--- src/design/stq_pkg.sv ---
// Shared types and codes for the sorted timer event queue.
package stq_pkg;

    // Widths of the fixed port fields.
    localparam int unsigned PORT_TIME_WIDTH = 32;
    localparam int unsigned COUNT_FIELD_WIDTH = 5;

    // Request operation codes.
    typedef enum logic [1:0] {
        FUNC_INSERT = 2'd0,
        FUNC_CHECK  = 2'd1,
        FUNC_REMOVE = 2'd2,
        FUNC_CLEAR  = 2'd3
    } func_t;

    // Response status codes.
    typedef enum logic [1:0] {
        STATUS_OK    = 2'd0,
        STATUS_FULL  = 2'd1,
        STATUS_EMPTY = 2'd2
    } status_t;

    // Non-time part of one queue entry.
    typedef struct packed {
        logic [15:0] pid;
        logic [7:0]  op_type;
        logic [7:0]  op_name;
    } tag_t;

    // One request.
    typedef struct packed {
        func_t                      func;
        logic [15:0]                pid;
        logic [7:0]                 op_type_code;
        logic [7:0]                 op_name_code;
        logic [PORT_TIME_WIDTH-1:0] ending_time;
        logic [PORT_TIME_WIDTH-1:0] current_time;
    } req_t;

    // One response.
    typedef struct packed {
        logic                         pending;
        logic                         head_valid;
        logic [15:0]                  head_pid;
        logic [7:0]                   head_op_type;
        logic [7:0]                   head_op_name;
        logic [PORT_TIME_WIDTH-1:0]   head_time;
        logic [COUNT_FIELD_WIDTH-1:0] entry_count;
        status_t                      status;
    } rsp_t;

    // Per-cycle command broadcast to every cell.
    typedef struct packed {
        logic insert;
        logic remove;
    } cmd_t;

endpackage

--- src/design/stq_cell.sv ---
// One slot of the sorted queue: holds an entry and trades it with its neighbors.
module stq_cell #(
    parameter int unsigned TIME_WIDTH = 32
) (
    input  logic                  clk,
    input  stq_pkg::cmd_t         cmd,
    input  logic                  occupied,
    input  stq_pkg::tag_t         new_tag,
    input  logic [TIME_WIDTH-1:0] new_time,
    input  logic                  left_gt,
    input  stq_pkg::tag_t         left_tag,
    input  logic [TIME_WIDTH-1:0] left_time,
    input  stq_pkg::tag_t         right_tag,
    input  logic [TIME_WIDTH-1:0] right_time,
    output logic                  gt,
    output stq_pkg::tag_t         tag,
    output logic [TIME_WIDTH-1:0] time_val,
    output stq_pkg::tag_t         tag_next,
    output logic [TIME_WIDTH-1:0] time_next
);

    stq_pkg::tag_t         tag_reg;
    logic [TIME_WIDTH-1:0] time_reg;

    // This slot holds an entry that sorts after the new one.
    assign gt = occupied && (time_reg > new_time);

    // Insert shifts later entries right; remove shifts everything left.
    always_comb
    begin
        tag_next  = tag_reg;
        time_next = time_reg;
        if (cmd.insert)
        begin
            if (left_gt)
            begin
                tag_next  = left_tag;
                time_next = left_time;
            end
            else if (gt || !occupied)
            begin
                tag_next  = new_tag;
                time_next = new_time;
            end
        end
        else if (cmd.remove)
        begin
            tag_next  = right_tag;
            time_next = right_time;
        end
    end

    // Entry storage; contents are undefined until written.
    always_ff @(posedge clk)
    begin
        tag_reg  <= tag_next;
        time_reg <= time_next;
    end

    assign tag      = tag_reg;
    assign time_val = time_reg;

endmodule

--- src/design/sorted_timer_event_queue_core.sv ---
// Top level of the sorted timer event queue built as a row of shifting cells.
// A request's response is registered and shows in the cycle after acceptance.
// Throughput: one request per cycle while responses are taken; the cell row
// inserts or pops an entry, and a clear only resets the entry count.
// A new request is accepted while the held response is taken in the same cycle.
// Reset empties the queue and drops any held response; entry contents are not cleared.
module sorted_timer_event_queue_core #(
    parameter int unsigned QUEUE_DEPTH = 16,
    parameter int unsigned TIME_WIDTH  = 32
) (
    input  logic          clk,
    input  logic          rst_n,
    input  logic          req_valid,
    output logic          req_ready,
    input  stq_pkg::req_t req_data,
    output logic          rsp_valid,
    input  logic          rsp_ready,
    output stq_pkg::rsp_t rsp_data
);

    localparam int unsigned CW = $clog2(QUEUE_DEPTH + 1);

    logic [CW-1:0]         count_reg;
    logic [CW-1:0]         count_next;
    logic                  rsp_valid_reg;
    stq_pkg::rsp_t         rsp_data_reg;
    stq_pkg::rsp_t         rsp_data_next;
    stq_pkg::status_t      status_next;
    stq_pkg::cmd_t         cmd;
    stq_pkg::tag_t         new_tag;
    logic [TIME_WIDTH-1:0] new_time;
    logic [TIME_WIDTH-1:0] now_time;
    logic                  accept;
    logic                  full;
    logic                  empty;
    logic                  head_valid;

    logic                  gt_q      [QUEUE_DEPTH];
    stq_pkg::tag_t         tag_q     [QUEUE_DEPTH];
    logic [TIME_WIDTH-1:0] time_q    [QUEUE_DEPTH];
    stq_pkg::tag_t         tag_nx    [QUEUE_DEPTH];
    logic [TIME_WIDTH-1:0] time_nx   [QUEUE_DEPTH];

    // Handshake: take a request whenever the response slot frees up.
    assign req_ready = !rsp_valid_reg || rsp_ready;
    assign accept    = req_valid && req_ready;

    assign full  = (count_reg == CW'(QUEUE_DEPTH));
    assign empty = (count_reg == '0);

    // Request payload in internal form.
    assign new_tag.pid     = req_data.pid;
    assign new_tag.op_type = req_data.op_type_code;
    assign new_tag.op_name = req_data.op_name_code;
    assign new_time        = TIME_WIDTH'(req_data.ending_time);
    assign now_time        = TIME_WIDTH'(req_data.current_time);

    // Command to the cell row.
    assign cmd.insert = accept && (req_data.func == stq_pkg::FUNC_INSERT) && !full;
    assign cmd.remove = accept && (req_data.func == stq_pkg::FUNC_REMOVE) && !empty;

    // Row of cells; slot 0 is the head.
    for (genvar i = 0; i < QUEUE_DEPTH; i++)
    begin : g_cell
        logic                  l_gt;
        stq_pkg::tag_t         l_tag;
        logic [TIME_WIDTH-1:0] l_time;
        stq_pkg::tag_t         r_tag;
        logic [TIME_WIDTH-1:0] r_time;

        if (i == 0)
        begin : g_first
            assign l_gt   = 1'b0;
            assign l_tag  = new_tag;
            assign l_time = new_time;
        end
        else
        begin : g_mid
            assign l_gt   = gt_q[i-1];
            assign l_tag  = tag_q[i-1];
            assign l_time = time_q[i-1];
        end

        if (i == QUEUE_DEPTH - 1)
        begin : g_last
            assign r_tag  = tag_q[i];
            assign r_time = time_q[i];
        end
        else
        begin : g_inner
            assign r_tag  = tag_q[i+1];
            assign r_time = time_q[i+1];
        end

        stq_cell #(
            .TIME_WIDTH(TIME_WIDTH)
        ) u_cell (
            .clk       (clk),
            .cmd       (cmd),
            .occupied  (CW'(i) < count_reg),
            .new_tag   (new_tag),
            .new_time  (new_time),
            .left_gt   (l_gt),
            .left_tag  (l_tag),
            .left_time (l_time),
            .right_tag (r_tag),
            .right_time(r_time),
            .gt        (gt_q[i]),
            .tag       (tag_q[i]),
            .time_val  (time_q[i]),
            .tag_next  (tag_nx[i]),
            .time_next (time_nx[i])
        );
    end

    // Entry count and status after the request.
    always_comb
    begin
        count_next  = count_reg;
        status_next = stq_pkg::STATUS_OK;
        if (accept)
        begin
            unique case (req_data.func)
                stq_pkg::FUNC_INSERT:
                begin
                    if (full)
                        status_next = stq_pkg::STATUS_FULL;
                    else
                        count_next = count_reg + CW'(1);
                end
                stq_pkg::FUNC_REMOVE:
                begin
                    if (empty)
                        status_next = stq_pkg::STATUS_EMPTY;
                    else
                        count_next = count_reg - CW'(1);
                end
                stq_pkg::FUNC_CLEAR:
                begin
                    count_next = '0;
                end
                default:
                begin
                    count_next = count_reg;
                end
            endcase
        end
    end

    // Response built from the head as it stands after the request.
    assign head_valid = (count_next != '0);

    always_comb
    begin
        rsp_data_next.head_valid   = head_valid;
        rsp_data_next.pending      = head_valid && (now_time >= time_nx[0]);
        rsp_data_next.head_pid     = head_valid ? tag_nx[0].pid : '0;
        rsp_data_next.head_op_type = head_valid ? tag_nx[0].op_type : '0;
        rsp_data_next.head_op_name = head_valid ? tag_nx[0].op_name : '0;
        rsp_data_next.head_time    = head_valid ?
                                     stq_pkg::PORT_TIME_WIDTH'(time_nx[0]) : '0;
        rsp_data_next.entry_count  = stq_pkg::COUNT_FIELD_WIDTH'(count_next);
        rsp_data_next.status       = status_next;
    end

    // Control registers.
    always_ff @(posedge clk or negedge rst_n)
    begin
        if (!rst_n)
        begin
            count_reg     <= '0;
            rsp_valid_reg <= 1'b0;
        end
        else
        begin
            count_reg <= count_next;
            if (accept)
                rsp_valid_reg <= 1'b1;
            else if (rsp_ready)
                rsp_valid_reg <= 1'b0;
        end
    end

    // Response payload register.
    always_ff @(posedge clk)
    begin
        if (accept)
            rsp_data_reg <= rsp_data_next;
    end

    assign rsp_valid = rsp_valid_reg;
    assign rsp_data  = rsp_data_reg;

endmodule

--- config.mk ---
export PLATFORM = sky130hd
export DESIGN_NAME = sorted_timer_event_queue_core
export DESIGN_NICKNAME = d
export VERILOG_FILES = /design/src/design/stq_pkg.sv /design/src/design/stq_cell.sv /design/src/design/sorted_timer_event_queue_core.sv
export SDC_FILE = /design/constraint.sdc
export NUM_CORES = 2
export LEC_CHECK = 0
export BUFFER_PORTS_ARGS = -buffer_cell sky130_fd_sc_hd__buf_2
export CAP_MARGIN = 10
export CELL_PAD_IN_SITES_DETAIL_PLACEMENT = 1
export CELL_PAD_IN_SITES_GLOBAL_PLACEMENT = 2
export CORE_MARGIN = 3
export CORE_UTILIZATION = 39
export DETAILED_ROUTE_END_ITERATION = 6
export PLACE_DENSITY = 0.88
export SYNTH_ARGS = -nofsm -noshare
export SYNTH_HDL_FRONTEND = slang
export SYNTH_SLANG_ARGS = --single-unit
--- constraint.sdc ---
create_clock -name clk -period 7.22 [get_ports clk]
set_clock_uncertainty 0.05 [all_clocks]
set_input_delay 1.083 -clock clk [delete_from_list [all_inputs] [get_ports clk]]
set_output_delay 1.083 -clock clk [all_outputs]
set_load 0.03 [all_outputs]
==> reports/summary.txt <==
Result of the run: finished clean
Leakage power figure: 28.9 nW
Clock sink total: 1,103
Type of the setup path with the least slack: in2reg
Number of post-CTS setup repair buffers: 0
Yosys top cell area share: 43.1%
Fillcell total: 20.0k
Critical path's most frequent cell: a21o_1
Post-Syn Area per Cell: 10.3 µm²
Fraction of final layout cells sized beyond drive strength 1: 11.7%
Largest cells by area after synthesis: edfxtp_1 (43%), ha_1 (9.5%), o211ai_1 (7.5%)
Number of buffers and inverters on the critical path: 3
Clock network fraction of design power: 27.3%
Critical-path maximum fanout: 39
Vertical die dimension: 436 µm
Hold Path Class: in2async
Nets: 7,415
Routed vias/inst: 7.02
Num ports: 177
Total negative slack: 0 ns
Max-cap violations: 0
WHS: 0.0855 ns
Worst EP arrival: 6.10 ns
Sequential Power Share: 35.6%
Core outline area: 183,000 µm²
DRC violations left: 0
Top cell type by total area after synthesis: edfxtp_1
Routability cong.: 0.952
Maximum number of buffers from clock root to sink: 3
Maximum cell stage delay along the critical path: 0.67 ns
Required time of the worst setup path: 7.68 ns
Post-CTS Resized: 0
Maximum clock frequency: 177 MHz
Die width: 436 µm
GRT Residual Overflow: 0
Final count of hold timing violations: 0
Number of CTS-inserted buffers: 131
Number of antenna violations at the first check in global routing: 8
Maximum number of pins on one net before global-route repair: 212
Most numerous cell in the Yosys netlist: edfxtp_1
Post-route antenna net violation count: 0
Global-route total usage across every layer: 31.8%
Rel. slew slack: 11.3%
Sw Ratio: 41.4%
Wire length of the first global-routing pass: 458 mm
Worst Setup Start Kind: input port
First-pass detailed-route iteration total: 6
Clock tree from TritonCTS: done
Worst IR drop on VDD: 0.000588 V
Power spent charging and discharging nets: 10.2 mW
Total of warnings raised by yosys: 0
Clock-pin slew of the registers on the worst-case setup and hold paths: 0.06 ns
Fraction of registers with async set or reset after synthesis: 0.544%
Number of placement rows: 157
Total setup violations reported at the end of the flow: 0
Least setup slack across all paths after layout: 1.58 ns
Power per unit of standard cell area: 310 nW/µm²
Htree depth: 4
Shortest clock period the worst path allows after layout: 5.64 ns
Design internal power: 14.5 mW
Worst Max-Slew Pin Slew: 1.33 ns
Top FF cell, synth: edfxtp_1
Total via count in the routed design: 65.6k
Synthesized area: 72,000 µm²
Number of distinct standard cells referenced by the synthesized netlist: 77
Post-route non-filler standard cell count: 9,344
Max-slew violation total from the final report: 0
Minimum setup slack after placement: 0.836 ns
Total Die Area: 190,000 µm²
Root Buffer: clkbuf_16
Sequential area share after synthesis: 45.1%
Unrepaired setup endpoints after global routing: no
Top cell types by occurrence after synthesis: edfxtp_1 (1,033), nand2_1 (724), o211ai_1 (720), clkbuf_1 (575), ha_1 (547)
Via count of the first global-routing pass: 67.7k
Clock Latency Late Sink: 0.83 ns
# port buffers: 176
CTS Hold Buffers Added: 0
Number of standard cells after synthesis: 6,988
CP max-delay cell: inv_1
Count of state elements after synthesis: 1,103
Initial Util: 39.3%
Instance area at placement: 75,500 µm²
Total non-filler cell area in the finished layout: 79,700 µm²
Category of cells accounting for the largest share of critical-path delay: compound AO/OA/AOI/OAI gates
Number of placed cells counting well taps: 9,095
Crit-path cells: buf_2, inv_1, ha_1, nand4_1, nor2_1, a221oi_1, a311oi_2, nor3_4, buf_12, mux2_2, a21o_1, ha_1, a21o_1, a21o_1, a21oi_1, o311ai_0, nand2_1, a211o_1, a21oi_1
Share of total power in combinational logic: 37.0%
Detailed-route wire length: 313 mm
WL per Instance: 33.5 µm
CP endpoint kind: flip-flop
Number of enable-type register cells in the synthesized netlist: 1,033
Post-Synthesis Net Count: 7,637
Placed wire-length estimate after detailed placement: 200 mm
Iteration-0 DRC count of the detailed router: 8,118
Layout overhead on the synthesized area: 10.6%
Final worst-path cycle share: 78.2%
==> worst register-to-register path, stage by stage, from the launching register on <==
cell      delay (ns)
dfxtp_1         0.37
ha_1            0.35
nand2_1         0.06
o21ai_0         0.90
a221oi_1        0.28
a311oi_2        0.47
nor3_4          0.09
buf_12          0.23
mux2_4          0.39
a21o_1          0.16
ha_1            0.29
nand3_1         0.12
nor2_1          0.14
nand2_1         0.27
a211oi_1        0.29
nand2_1         0.29
a211o_1         0.37
a21oi_1         0.12
==> power by group through the flow <==
stage | clock network, mW | logic [mW] | registers, mW
2_1_floorplan | 0 | 5.36 | 8.93
3_3_place_gp | 0 | 8.61 | 8.87
3_5_place_dp | 0 | 8.85 | 8.90
4_1_cts | 6.78 | 8.89 | 8.78
5_1_grt | 7.02 | 9.52 | 8.87
6_report | 6.75 | 9.15 | 8.80
==> final timing paths <==
path	slack, ns	to	start	cells after the start
setup / recovery	1.58	rsp_data[72]	req_data[45]	19
hold / removal	0.09	rsp_valid	rst_n	1
setup reg to reg	1.83	rsp_data[72]	g_cell[0].u_cell.time_val[7]	17
hold reg to reg	0.50	g_cell[14].u_cell.tag[10]	g_cell[15].u_cell.tag[10]	2
max in group asynchronous	6.80	count_reg[4]	rst_n	1
min in group clk	0.46	rsp_valid	req_valid	3
==> cells by family (layout without fill, tap and decap cells) <==
group	after synthesis	after routing	share of synthesized area [%]
adder cells (fa/ha/maj)	547	547	9.50
AND/OR/NAND/NOR	1830	1830	12.6
flip-flops	1103	1103	45.1
other	0	7	0
buffers and inverters	809	694	4.58
AO/OA/AOI/OAI	2382	2382	23.5
multiplexers	317	317	4.78
==> metal layers <==
layer  part of all wire, %  GRT usage, %
met4                   7.9          22.7
met5                0.0086             0
met2                    45          50.3
met3                   9.7          6.82
met1                    37          38.5
==> cell type report <==
| cell class | count | area [µm²] | share of cell area, % |
|---|---|---|---|
| Clock buffer | 176 | 3600 | 4.52 |
| Antenna cell | 7 | 17.5 | 0.0220 |
| Clock inverter | 64 | 564 | 0.708 |
| Timing Repair Buffer | 377 | 2790 | 3.50 |
| Multi-Input combinational cell | 5076 | 36900 | 46.3 |
| Tap cell | 2464 | 3080 | 3.87 |
| Sequential cell | 1103 | 32500 | 40.7 |
| Inverter | 77 | 292 | 0.366 |
==> cells in the final DEF, fill, tap and decap left out, types with 23 or more instances in the layout <==
master,instances
o211ai_1,720
nor2_1,501
mux2i_1,189
o221ai_1,70
nand2_1,722
nor3_1,23
buf_4,167
a21oi_1,266
o21ai_0,89
a31oi_1,358
o31ai_1,327
nand4_1,207
mux2_4,29
o21ai_1,123
a21o_1,132
buf_2,177
nand3_1,67
clkbuf_1,34
ha_1,547
or4b_1,160
dfxtp_1,64
edfxtp_1,1033
buf_12,32
a211oi_2,60
inv_1,75
clkbuf_16,135
or4b_2,29
o2111ai_1,130
nor2b_1,26
mux2_2,39
mux2_1,60
==> through the flow <==
step	power, mW	utilization (%)
after global routing	25.4	43.5
final	24.7	43.5
after detailed placement	17.8	41.2
after CTS	24.5	43.5
after floorplan	14.3	-
after global placement	17.5	41.2
Note: power is estimated with default switching activity, not from simulation.
